[src/mp2d_pkg.sv]
`timescale 1ns / 1ps
// Shared constants and register codes for the streaming 2-D max pooling block.
package mp2d_pkg;

  localparam int MAX_WIDTH_DEF   = 256;
  localparam int MAX_HEIGHT_DEF  = 256;
  localparam int SAMPLE_BITS_DEF = 16;

  // Window side register and position inside a window.
  localparam int WS_W      = 4;
  localparam int WIN_POS_W = 3;

  // Frame size registers.
  localparam int DIM_W = 9;

  // Configuration port.
  localparam int CFG_IDX_W  = 2;
  localparam int CFG_DATA_W = 9;

  localparam logic [CFG_IDX_W-1:0] CFG_WINDOW_SIZE  = 2'd0;
  localparam logic [CFG_IDX_W-1:0] CFG_FRAME_WIDTH  = 2'd1;
  localparam logic [CFG_IDX_W-1:0] CFG_FRAME_HEIGHT = 2'd2;

  localparam logic [WS_W-1:0]  WS_RESET = 4'd2;
  localparam logic [WS_W-1:0]  WS_MAX   = 4'd8;
  localparam logic [DIM_W-1:0] FW_RESET = 9'd28;
  localparam logic [DIM_W-1:0] FH_RESET = 9'd28;

  // Lanes of the geometry divider.
  localparam int DIV_LANES = 4;
  localparam int LANE_FW   = 0;
  localparam int LANE_FH   = 1;
  localparam int LANE_COL  = 2;
  localparam int LANE_ROW  = 3;

  // Depth of the result queue in front of the output port.
  localparam int OUT_DEPTH = 4;

endpackage

[src/mp2d_div.sv]
`timescale 1ns / 1ps
// Bit-serial restoring divider: several numerators share one small divisor.
module mp2d_div #(
  parameter int NUM_W = 9,
  parameter int LANES = mp2d_pkg::DIV_LANES
) (
  input  logic                                   clk,
  input  logic                                   rst_n,
  input  logic                                   start,
  input  logic [mp2d_pkg::WS_W-1:0]              divisor,
  input  logic [LANES-1:0][NUM_W-1:0]            numer,
  output logic                                   busy,
  output logic                                   done,
  output logic [LANES-1:0][NUM_W-1:0]            quot,
  output logic [LANES-1:0][mp2d_pkg::WS_W-1:0]   rem
);

  localparam int CNT_W = $clog2(NUM_W + 1);

  logic                                 busy_r;
  logic                                 done_r;
  logic [CNT_W-1:0]                     cnt_r;
  logic [mp2d_pkg::WS_W-1:0]            div_r;
  logic [LANES-1:0][NUM_W-1:0]          num_r;
  logic [LANES-1:0][NUM_W-1:0]          num_nxt;
  logic [LANES-1:0][mp2d_pkg::WS_W-1:0] rem_r;
  logic [LANES-1:0][mp2d_pkg::WS_W-1:0] rem_nxt;

  // One quotient bit per lane per cycle; the numerator register fills with the quotient.
  always_comb begin
    logic [mp2d_pkg::WS_W:0] trial;
    logic                    ge;
    for (int l = 0; l < LANES; l++) begin
      trial = {rem_r[l], num_r[l][NUM_W-1]};
      ge    = (trial >= {1'b0, div_r});
      if (ge) begin
        rem_nxt[l] = mp2d_pkg::WS_W'(trial - {1'b0, div_r});
      end else begin
        rem_nxt[l] = mp2d_pkg::WS_W'(trial);
      end
      num_nxt[l] = {num_r[l][NUM_W-2:0], ge};
    end
  end

  always_ff @(posedge clk) begin
    if (!rst_n) begin
      busy_r <= 1'b0;
      done_r <= 1'b0;
      cnt_r  <= '0;
    end else begin
      done_r <= 1'b0;
      if (start) begin
        busy_r <= 1'b1;
        cnt_r  <= CNT_W'(NUM_W);
      end else if (busy_r) begin
        cnt_r <= cnt_r - CNT_W'(1);
        if (cnt_r == CNT_W'(1)) begin
          busy_r <= 1'b0;
          done_r <= 1'b1;
        end
      end
    end
  end

  always_ff @(posedge clk) begin
    if (start) begin
      num_r <= numer;
      rem_r <= '0;
      div_r <= divisor;
    end else if (busy_r) begin
      num_r <= num_nxt;
      rem_r <= rem_nxt;
    end
  end

  assign busy = busy_r;
  assign done = done_r;
  assign quot = num_r;
  assign rem  = rem_r;

endmodule

[config.mk]
export PLATFORM = sky130hd
export DESIGN_NAME = mp2d_div
export DESIGN_NICKNAME = d
export VERILOG_FILES = /design/src/mp2d_pkg.sv /design/src/mp2d_div.sv
export SDC_FILE = /design/constraint.sdc
export NUM_CORES = 1
export LEC_CHECK = 0
export BUFFER_PORTS_ARGS = -buffer_cell sky130_fd_sc_hd__buf_2
export CAP_MARGIN = 10
export CORE_AREA = 4 4 119 121
export CTS_CLUSTER_SIZE = 28
export DETAILED_ROUTE_END_ITERATION = 8
export DIE_AREA = 0 0 123 125
export GPL_ROUTABILITY_DRIVEN = 0
export PLACE_DENSITY_LB_ADDON = 0.3
export SYNTH_ARGS = -nofsm -noshare
export SYNTH_HDL_FRONTEND = slang
export SYNTH_SLANG_ARGS = --single-unit
[constraint.sdc]
create_clock -name clk -period 2 [get_ports clk]
set_input_delay 0.2 -clock clk [delete_from_list [all_inputs] [get_ports clk]]
set_output_delay 0.2 -clock clk [all_outputs]
set_load 0.05 [all_outputs]
[After elaboration in Yosys (flattened, before gate mapping)]
Index checks and enable logic that the tools add are counted.
Operators by class
  add/sub/neg operators: 5
  magnitude comparators: 4
  equal/unequal tests: 1
  multiplexer cells: 12
  bitwise logic cells: 2
  reduce and logical (&&, ||, !) cells: 3
Operators by type and width (number)
  two-way mux 36 bit: 2
  two-way mux 4 bit: 6
  greater-or-equal comparator 5 x 4 -> 1 bit: 4
  subtractor 4 bit: 4
  equality test 4 x 1 -> 1 bit (second input constant): 1
  two-way mux 1 bit: 4
  subtractor 4 x 1 -> 4 bit (second input constant): 1
  OR reduction 3 bit: 1
  NOT 1 bit: 2
  nonzero test 2 bit: 1
  OR reduction 2 bit: 1
Storage, ports and cells
  register bits after elaboration: 62
  input bits: 43
  output and inout bits: 54
  logic and storage cells: 40

[Logic depth before layout (Yosys ltp)]
Gate-level depths: netlist of run 1.
  depth in word-level cells: 4
  gate-level depth with buffers: 7
  gate-level depth less buffers: 7

[Least setup slack after synthesis of run 1]
No wires, ideal clock.
  path kind: flip-flop to flip-flop
  from: register busy_r (netlist: busy)
  to: register num_r (netlist bit quot[0]), enable pin
  arrival: 1.859 ns
  required time: 1.609 ns
  slack: -0.249 ns
  stages on the path, launching flop included: 5
  path buffers: 2
  period minus slack after synthesis: 2.249 ns
  cell sequence: dfxtp_1 > buf_2 > nor2_1 > clkbuf_1 > inv_1
Between the ends
  cells in the longest elaborated chain, start to end: 1
RTL lines
  from (decl): line mp2d_div.sv:20  | logic busy_r;
  from (signal assigned): line mp2d_div.sv:47  | busy_r <= 1'b0;
  from (signal assigned): line mp2d_div.sv:53  | busy_r <= 1'b1;
  from (signal assigned): line mp2d_div.sv:58  | busy_r <= 1'b0;
  nonzero test 2 bit (no source line)
  to (signal assigned): line mp2d_div.sv:67  | num_r <= numer;
  to (signal assigned): line mp2d_div.sv:71  | num_r <= num_nxt;
  to (decl): line mp2d_div.sv:24  | logic [LANES-1:0][NUM_W-1:0] num_r;
No other way between the ends.
A chain may end at the register's enable or synchronous reset.

[Final worst setup path of run 1]
  from: register div_r[1] in the netlist's numbering
  to: register rem_r (netlist bit rem[14])
Between the ends
  cells in the longest elaborated chain, start to end: 2
  elaborated cells on any way between the ends: 3
RTL lines
  from (decl): line mp2d_div.sv:23  | logic [mp2d_pkg::WS_W-1:0] div_r;
  from (signal assigned): line mp2d_div.sv:69  | div_r <= divisor;
  subtractor 4 bit or greater-or-equal comparator 5 x 4 -> 1 bit (tied branches): line mp2d_div.sv:37, mp2d_div.sv:35
  two-way mux 4 bit (*): line mp2d_div.sv:36  | if (ge) begin
  to (signal assigned): line mp2d_div.sv:72  | rem_r <= rem_nxt;
  to (decl): line mp2d_div.sv:26  | logic [LANES-1:0][mp2d_pkg::WS_W-1:0] rem_r;
Mark *: on every way between the ends. The rest lies on a longest branch, timed or not.

==> metrics.csv, run 1 <==
stage;metric;value;unit
critical_path;r2r-start;div_r[1]$_DFFE_PP_;
timing;tightest_slew;0.4381;ns
run_status;status;finished, final reports clean;
clock_network;numCtsBuffers;9;
detailed_routing;post_drt_wl_per_cell;14.97;um
pwr;vdd_drop_max;366.7;uV
critical_path;path_buf_inv;1;
detailed_routing;drt-initial-drc-count;111;
critical_path;path_cells;inv_4 -> ha_1 -> nor2b_1 -> o31a_1 -> or3_1 -> a32o_1;
layout;area_growth;33.36;%
timing;final.period_utilization;96.72;%
yosys;ys_ff_latch;62;
critical_path;worstPathArrival;2.16;ns
yosys;synth_warnings;0;
floorplanning;die_area;15380;um2
critical_path;path_delay_family;compound AO/OA/AOI/OAI gates;
timing;rsz0062_at_grt;yes;
global_routing;overflow;0;
critical_path;cp.required;2.22;ns
global_routing;antenna_found_initial;0;
timing;slew_violations;0;
critical_path;cp_max_fo;7;
timing;setup_viol;0;
clock_network;holdBufCountCts;0;
timing;setup_slack;0.06566;ns
min_path;hold_end;div_r[0]$_DFFE_PP_;
critical_path;crit_slowest_cell;edfxtp_1;
floorplanning;core_area;13090;um2
job;cap_violations;0;
critical_path;cp-end-kind;register;
min_path;worstHoldStart;divisor[0];
pwr;p_per_area;993.4;nW/um2
layout;multi_input_area;1503;um2
min_path;whs_path_depth;1;
yosys;synth_edf_count;40;
layout;drive_gt1_share;45.45;%
detailed_routing;first_pass_iters;4;
critical_path;critical_path_class;register to register;
placement;pre_cts_ws;-0.03718;ns
clock_network;cts_tree;yes;
critical_path;slowest_delay;0.42;ns
clock_network;clockBufferDepth;2;
placement;dp_hpwl;6235;um
clock_network;cts.reportedPaths.clkPinSlew;0.05;ns
yosys;synth.distinct_cells;37;
yosys;synth_top_area_share;37.15;%
placement;portBuffers;96;
timing;finalSetupTns;0;ns
timing;fin_worst_skew;0.007809;ns
min_path;hold_class;input port to register;
global_routing;grt_pass1_vias;2705;
clock_network;cts_sinks;62;
yosys;synthArstFlopShare;0;%
yosys;yosysTopAreaCell;edfxtp_1;
global_routing;grt_usage;11.24;%
timing;fmax;517.0;MHz
yosys;syn_area_per_cell;12.11;um2
detailed_routing;wl;8400;um
pwr;leakage;0.001803;uW
floorplanning;fp-row-count;42;
global_routing;grt_pass1_wl;13410;um
floorplanning;die_x;123;um
floorplanning;ios;97;
critical_path;r2r_end;rem[14]$_SDFFE_PP0P_;
timing;finalCriticalPeriod;1.934;ns
timing;slew_headroom;70.62;%
yosys;syn_area;3233;um2
layout;fillers;1313;
global_routing;grt_max_degree;30;
floorplanning;start_util;24.71;%
timing;whs;0.04788;ns
pwr;total_power;4283;uW
detailed_routing;num_vias;2574;
yosys;synthTopCellsByArea;edfxtp_1 (37%), dfxtp_1 (14%), mux2_2 (11%);
critical_path;critPathLaunchType;register;
clock_network;clkLatencyLatePin;0.33;ns
yosys;syn-num-nets;332;
yosys;synthFlopType;edfxtp_1;
clock_network;cts-root-buf;clkbuf_16;
layout;ff_latch_area;1653;um2
layout;nNetsFinal;445;
yosys;synthCells;267;
timing;hold_viol;0;
layout;antenna_cells;0;
detailed_routing;vias_per_cell;4.588;
clock_network;cts_max_level;3;
critical_path;r2r_slack;0.07;ns
floorplanning;die_y;125;um
critical_path;r2r_cells;6;
detailed_routing;drc_errors;0;
detailed_routing;ant_nets;0;
yosys;seq_area_frac_synth;50.77;%
## synthesized netlist by cell type (5+ instances only)
master     n
nand2_1    6
inv_1     19
o21ai_0   18
mux2_2    32
nor3_1     8
nor2b_1    5
edfxtp_1  40
dfxtp_1   22
a21oi_1    6
o21a_1     6
buf_2      5
ha_1      18
nor2_1    11
nand3_1    7
a32o_1     6
## timing repair
item                                   4_1_cts  5_1_grt
endpoints found under the hold margin        0        0
gates resized for setup                      1        3
buffers inserted                             0        2
setup endpoints to repair                    1       14
## cells in the final DEF (no fill, tap or decap), drive strengths merged
cell type / instances
clkinvlp: 1
or3: 3
nand2b: 5
a21oi: 6
nor3: 9
edfxtp: 40
o31a: 4
and4: 4
nor2b: 5
ha: 18
nor2: 13
buf: 111
xnor2: 4
or3b: 1
o211ai: 4
a221oi: 1
o21ai: 18
mux2: 32
inv: 18
o21a: 6
nand3: 7
xor2: 3
nand2: 6
o31ai: 4
fa: 4
dfxtp: 22
a32o: 6
a21o: 1
a211oi: 1
nor4b: 4
clkinv: 3
clkbuf: 13
a311oi: 4
nor4: 3
a31oi: 1
## how the worst max path moves through the flow
stage / startpoint / to / slack, ns / cells after the start
CTS: div_r[1]$_DFFE_PP_ / rem[14]$_SDFFE_PP0P_ / 0.01 / 6
detailed placement: div_r[1]$_DFFE_PP_ / quot[0]$_DFFE_PP_ / -0.04 / 7
floorplan: quot[35]$_DFFE_PP_ / rem[14]$_SDFFE_PP0P_ / 0.03 / 6
finish: div_r[1]$_DFFE_PP_ / rem[14]$_SDFFE_PP0P_ / 0.07 / 6
global placement: div_r[0]$_DFFE_PP_ / quot[0]$_DFFE_PP_ / -0.06 / 6
global route: div_r[1]$_DFFE_PP_ / rem[14]$_SDFFE_PP0P_ / -0.04 / 6
## state kept, by name, summed over array words and instances, names as in the netlist
name / count
cnt_r: 4
busy: 1
quot: 36
done: 1
div_r: 4
rem: 16
## cell families (layout without fill, tap and decap cells)
| logic type | count (synthesis) | after routing | synth area share [%] |
|---|---|---|---|
| compound gates | 56 | 56 | 12.07 |
| xor+xnor | 7 | 7 | 1.896 |
| fa+ha+maj | 22 | 22 | 9.443 |
| buf+inv | 28 | 146 | 3.444 |
| flops | 62 | 62 | 50.77 |
| mux | 32 | 32 | 11.15 |
| simple gates | 60 | 60 | 11.22 |
## through the flow
stage	cells	utilization, %	cell area (um2)
floorplan	267	-	3249
global placement	543	30.71	4019
detailed placement	543	30.71	4019
CTS	559	32.68	4277
global route	561	32.95	4312
finish	561	32.95	4312
## power by group
group,switching (uW),internal [uW]
Sequential,106,1530
Clock,542,828
Combinational,838,435
## final cells by class
class / instances / area share [%]
Clock buffer: 13 / 5.572
Clock inverter: 3 / 0.2902
Inverter: 19 / 1.799
Multi-Input combinational cell: 177 / 34.85
Sequential cell: 62 / 38.33
Tap cell: 176 / 5.107
Timing Repair Buffer: 111 / 14.05
## routing by layer
metal  up-vias  global-route usage (%)  wire length, um
met1      1229                   12.97             3591
met5         -                       0                0
met3        17                   4.246              590
met4         0                   5.537              224
li1       1242                       -                -
met2        86                   18.17             3994
No activity file was read; power rests on OpenSTA's default activity.
==> inputs of run 2 (changes only) <==
--- a/config.mk
+++ b/config.mk
@@ -7,12 +7,13 @@
 export LEC_CHECK = 0
 export BUFFER_PORTS_ARGS = -buffer_cell sky130_fd_sc_hd__buf_2
 export CAP_MARGIN = 10
-export CORE_AREA = 4 4 119 121
+export CORE_AREA = 4 4 88 90
 export CTS_CLUSTER_SIZE = 28
 export DETAILED_ROUTE_END_ITERATION = 8
-export DIE_AREA = 0 0 123 125
+export DIE_AREA = 0 0 92 94
 export GPL_ROUTABILITY_DRIVEN = 0
 export PLACE_DENSITY_LB_ADDON = 0.3
+export SETUP_SLACK_MARGIN = 0.5
 export SYNTH_ARGS = -nofsm -noshare
 export SYNTH_HDL_FRONTEND = slang
 export SYNTH_SLANG_ARGS = --single-unit
==> run 2 against run 1 <==
  * Worst setup slack improved by 0.034 ns
  * Clock skew increased by 0.0014 ns
  * Combinational power increased by 26%
  * Cell count decreased by 12%
  * Register-to-register slack improved by 0.03 ns
  * Clock power decreased by 29%
  * Design area increased by 7.3%
  * Maximum frequency increased by 1.8%
  * Hold slack got worse by 0.013 ns
  * Flip-flop and latch count unchanged
  * Sequential share of layout area decreased by 2.5 points
  * Critical path type unchanged
  * Largest power group unchanged
==> metrics.csv, run 2 (same netlist as run 1, synthesis figures left out) <==
stage;metric;value;unit
run_status;status;finished, final reports clean;
timing;fin_worst_skew;0.009197;ns
timing;hold_viol;0;
floorplanning;die_area;8648;um2
critical_path;r2r_end;rem[6]$_SDFFE_PP0P_;
detailed_routing;num_vias;2679;
clock_network;cts.reportedPaths.clkPinSlew;0.07;ns
timing;rsz0062_at_grt;yes;
layout;largest_reg_flops;36;
layout;ff_latch_area;1660;um2
layout;fin_util;65.54;%
detailed_routing;drc_errors;0;
placement;dp_hpwl;5361;um
placement;pre_cts_ws;0.04066;ns
layout;fillers;560;
global_routing;grt_usage;19.56;%
critical_path;r2r-start;div_r[1]$_DFFE_PP_;
pwr;combinationalPowerShare;37.8;%
placement;portBuffers;96;
pwr;internal_power;2617;uW
detailed_routing;drt-initial-drc-count;211;
timing;finalCriticalPeriod;1.901;ns
clock_network;cts_tree;yes;
global_routing;antenna_found_initial;0;
detailed_routing;wl;8355;um
timing;slew_headroom;74.50;%
clock_network;clockBufferDepth;2;
clock_network;holdBufCountCts;0;
pwr;vdd_drop_max;758.5;uV
timing;tightest_slew;0.3811;ns
layout;multi_input_area;1856;um2
timing;whs;0.03456;ns
job;cap_violations;0;
min_path;hold_class;input port to register;
floorplanning;fp-row-count;31;
pwr;swShare;38.01;%
detailed_routing;vias_per_cell;5.412;
layout;antenna_cells;0;
clock_network;cts_max_level;3;
clock_network;cts-root-buf;clkbuf_8;
timing;final.period_utilization;95.03;%
timing;setup_slack;0.09944;ns
critical_path;cp_max_fo;6;
floorplanning;die_x;92;um
clock_network;numCtsBuffers;9;
global_routing;grt_pass1_wl;13120;um
floorplanning;ios;97;
min_path;whs_path_depth;1;
global_routing;grt_pass1_vias;2675;
critical_path;r2r_slack;0.1;ns
layout;area_growth;43.11;%
global_routing;overflow;0;
timing;setup_viol;0;
pwr;p_per_area;912.5;nW/um2
floorplanning;start_util;45.80;%
critical_path;r2r_cells;6;
clock_network;clkLatencyLatePin;0.34;ns
detailed_routing;first_pass_iters;4;
min_path;worstHoldStart;divisor[3];
pwr;leakage;0.001884;uW
critical_path;worstPathArrival;2.13;ns
critical_path;critical_path_class;register to register;
layout;final_common_cell;buf_2;
min_path;hold_end;div_r[3]$_DFFE_PP_;
pwr;p_switching;1605;uW
detailed_routing;ant_nets;0;
pwr;p_seq_share;39.2;%
detailed_routing;post_drt_wl_per_cell;16.88;um
layout;drive_gt1_share;61.87;%
clock_network;cts_sinks;62;
global_routing;grt_max_degree;56;
critical_path;cp-end-kind;register;
critical_path;critPathLaunchType;register;
layout;layout_common_cells;buf_2 (96), edfxtp_1 (40), mux2_2 (32);
floorplanning;die_y;94;um
timing;finalSetupTns;0;ns
timing;fmax;526.2;MHz
floorplanning;core_area;7059;um2
pwr;clkPwrFrac;23.0;%
layout;nNetsFinal;456;
timing;slew_violations;0;
critical_path;cp.required;2.23;ns
-- run 2: worst max-delay path, cell delays in order, from the launching register on --
cell      delay [ns]
edfxtp_1        0.44
inv_4           0.15
ha_4            0.22
nor2b_4         0.13
o31a_1          0.29
or3_1           0.30
a32o_1          0.26
-- run 2: power by group through the flow --
stage / Combinational (uW) / Clock (uW) / Sequential [uW]
after floorplan: 552 / 0 / 2070
after global placement: 1250 / 0 / 1670
after detailed placement: 1270 / 0 / 1670
after CTS: 1440 / 1000 / 1650
after global routing: 1700 / 1070 / 1670
final: 1600 / 970 / 1660
-- run 2: routing by layer --
| metal | GRT usage (%) | routed length, um | up-vias |
|---|---|---|---|
| met1 | 23.82 | 3512 | 1299 |
| met4 | 5.569 | 157 | 0 |
| met5 | 0 | 0 | - |
| met2 | 32.24 | 4028 | 100 |
| li1 | - | - | 1267 |
| met3 | 7.692 | 656 | 13 |
-- run 2: worst max-delay path by stage --
stage                       startpoint                   end  depth (start not counted)
finish              div_r[1]$_DFFE_PP_   rem[6]$_SDFFE_PP0P_                          6
global route        div_r[1]$_DFFE_PP_   rem[6]$_SDFFE_PP0P_                          6
CTS                 div_r[1]$_DFFE_PP_  rem[10]$_SDFFE_PP0P_                          6
detailed placement  div_r[1]$_DFFE_PP_  rem[10]$_SDFFE_PP0P_                          6
global placement    div_r[1]$_DFFE_PP_  rem[10]$_SDFFE_PP0P_                          6
floorplan           div_r[1]$_DFFE_PP_  rem[14]$_SDFFE_PP0P_                          6
-- run 2: what timing repair did --
item,CTS,global route
setup endpoints to repair,50,21
buffers inserted,12,8
resized for setup,35,28
gates cloned,0,0
pin swaps,20,23
-- run 2: stage by stage --
step                      instances  cell area, um2  power (uW)
final                           495            4627        4222
after global routing            495            4627        4443
after CTS                       487            4434        4092
after detailed placement        459            3985        2942
after global placement          459            3985        2921
after floorplan                 267            3367        2626
-- run 2: layout make-up --
| cell class | count | area share, % |
|---|---|---|
| Clock buffer | 9 | 2.677 |
| Multi-Input combinational cell | 177 | 40.10 |
| Clock inverter | 7 | 1.109 |
| Sequential cell | 62 | 35.88 |
| Inverter | 19 | 1.677 |
| Tap cell | 99 | 2.677 |
| Timing Repair Buffer | 122 | 15.87 |
==> inputs of run 3 (changes only) <==
--- a/config.mk
+++ b/config.mk
@@ -7,13 +7,12 @@
 export LEC_CHECK = 0
 export BUFFER_PORTS_ARGS = -buffer_cell sky130_fd_sc_hd__buf_2
 export CAP_MARGIN = 10
-export CORE_AREA = 4 4 88 90
+export CORE_AREA = 4 4 76 96
 export CTS_CLUSTER_SIZE = 28
 export DETAILED_ROUTE_END_ITERATION = 8
-export DIE_AREA = 0 0 92 94
+export DIE_AREA = 0 0 80 100
 export GPL_ROUTABILITY_DRIVEN = 0
 export PLACE_DENSITY_LB_ADDON = 0.3
-export SETUP_SLACK_MARGIN = 0.5
 export SYNTH_ARGS = -nofsm -noshare
 export SYNTH_HDL_FRONTEND = slang
 export SYNTH_SLANG_ARGS = --single-unit
==> constraint.sdc (replaced) <==
create_clock -name clk -period 2.11 [get_ports clk]
set_input_delay 0.211 -clock clk [delete_from_list [all_inputs] [get_ports clk]]
set_output_delay 0.211 -clock clk [all_outputs]
set_load 0.05 [all_outputs]
==> run 3 against run 2 <==
  * Wire length down 11%
  * Clock power increased by 18%
  * Global-route usage increased by 0.11 points
  * Flip-flop and latch count did not move
  * Critical path depth unchanged
  * Die area down 7.5%
  * First-iteration DRC count is 45% lower
  * Largest cell class is now registers
==> metrics.csv, run 3 (same netlist as run 1, synthesis figures left out) <==
stage;metric;value;unit
global_routing;overflow;0;
detailed_routing;num_vias;2489;
global_routing;antenna_found_initial;0;
layout;fillers;546;
critical_path;crit_slowest_cell;edfxtp_1;
layout;multi_input_area;1485;um2
critical_path;worstPathArrival;2.23;ns
global_routing;grt_usage;19.67;%
timing;slew_violations;0;
layout;layout_common_cells;buf_2 (96), edfxtp_1 (40), mux2_2 (32);
clock_network;cts.reportedPaths.clkPinSlew;0.06;ns
layout;largest_reg_flops;36;
floorplanning;die_area;8000;um2
min_path;hold_class;input port to register;
clock_network;post-cts-setup-buffers;0;
timing;hold_viol;0;
timing;tightest_slew;0.4850;ns
placement;dp_hpwl;5433;um
layout;drive_gt1_share;42.74;%
critical_path;path_delay_family;compound AO/OA/AOI/OAI gates;
timing;rsz0062_at_grt;no;
floorplanning;ios;97;
clock_network;cts_tree;yes;
layout;nNetsFinal;439;
timing;setup_viol;0;
timing;fin_worst_skew;0.01384;ns
floorplanning;core_area;6441;um2
critical_path;crit_start;div_r[1]$_DFFE_PP_;
critical_path;path_cells;inv_2 -> ha_1 -> nor2b_1 -> o31a_1 -> or3_1 -> a32o_1;
detailed_routing;post_drt_wl_per_cell;16.00;um
global_routing;grt_pass1_wl;11970;um
floorplanning;die_y;100;um
detailed_routing;wl;7458;um
timing;finalCriticalPeriod;2.001;ns
detailed_routing;ant_nets;0;
global_routing;grt_max_degree;37;
layout;ff_latch_area;1642;um2
detailed_routing;drt-initial-drc-count;116;
clock_network;cts_resized;2;
clock_network;holdBufCountCts;0;
clock_network;clockBufferDepth;2;
timing;slew_headroom;67.63;%
critical_path;critical_path_class;register to register;
pwr;p_per_area;947.6;nW/um2
placement;portBuffers;96;
clock_network;cts-root-buf;clkbuf_8;
clock_network;cts_max_level;3;
layout;area_growth;26.01;%
critical_path;critPathLaunchType;register;
floorplanning;fp-row-count;33;
timing;finalSetupTns;0;ns
layout;fin_util;63.25;%
critical_path;r2r-start;div_r[1]$_DFFE_PP_;
clock_network;cts_sinks;62;
detailed_routing;vias_per_cell;5.341;
pwr;vdd_drop_max;604.3;uV
detailed_routing;first_pass_iters;4;
timing;fmax;499.8;MHz
clock_network;numCtsBuffers;9;
pwr;leakage;0.001752;uW
critical_path;cp_max_fo;7;
floorplanning;start_util;50.19;%
layout;final_common_cell;buf_2;
clock_network;clkLatencyLatePin;0.34;ns
floorplanning;die_x;80;um
timing;final.period_utilization;94.82;%
run_status;status;finished, final reports clean;
critical_path;cp.required;2.34;ns
global_routing;grt_pass1_vias;2582;
critical_path;slowest_delay;0.41;ns
critical_path;cp-end-kind;register;
critical_path;path_buf_inv;1;
layout;antenna_cells;0;
detailed_routing;drc_errors;0;
job;cap_violations;0;
min_path;worstHoldStart;divisor[2];
==> run 3: per-stage QoR <==
stage | area [um2] | power (uW) | cells | setup slack, ns | hold slack [ns]
2_1_floorplan | 3238 | 2437 | 267 | 0.01047 | 0.3099
3_3_place_gp | 3854 | 2710 | 450 | 0.09255 | 0.3886
3_5_place_dp | 3854 | 2730 | 450 | 0.03694 | 0.3914
4_1_cts | 4074 | 3883 | 466 | 0.1089 | 0.03800
5_1_grt | 4074 | 4053 | 466 | 0.0006801 | 0.03586
6_report | 4074 | 3860 | 466 | 0.1093 | 0.05103
==> run 3: routing by layer <==
metal	track usage (%)	wire, um	up-vias
met3	5.386	472	17
met2	32.14	3787	82
met4	10.01	157	0
met5	0	0	-
met1	23.61	3041	1164
li1	-	-	1226
==> run 3: cell type report <==
class	count	area share, %
multi-input combinational	177	36.46
sequential	62	40.29
clock inverter	5	1.812
timing repair buffer	105	13.45
inverter	19	1.843
clock buffer	11	3.471
tap	87	2.672
==> run 3: power by group <==
part           total [uW]  internal (uW)  switching, uW
registers            1550           1450           98.8
logic                1180            391            785
clock network        1140            690            449
==> run 3: path summary, 6_finish.rpt <==
check / slack (ns) / depth (start not counted) / to
max: 0.11 / 6 / rem[10]$_SDFFE_PP0P_
min: 0.05 / 1 / div_r[2]$_DFFE_PP_
max reg2reg: 0.11 / 6 / rem[10]$_SDFFE_PP0P_
min reg2reg: 0.50 / 2 / rem[15]$_SDFFE_PP0P_
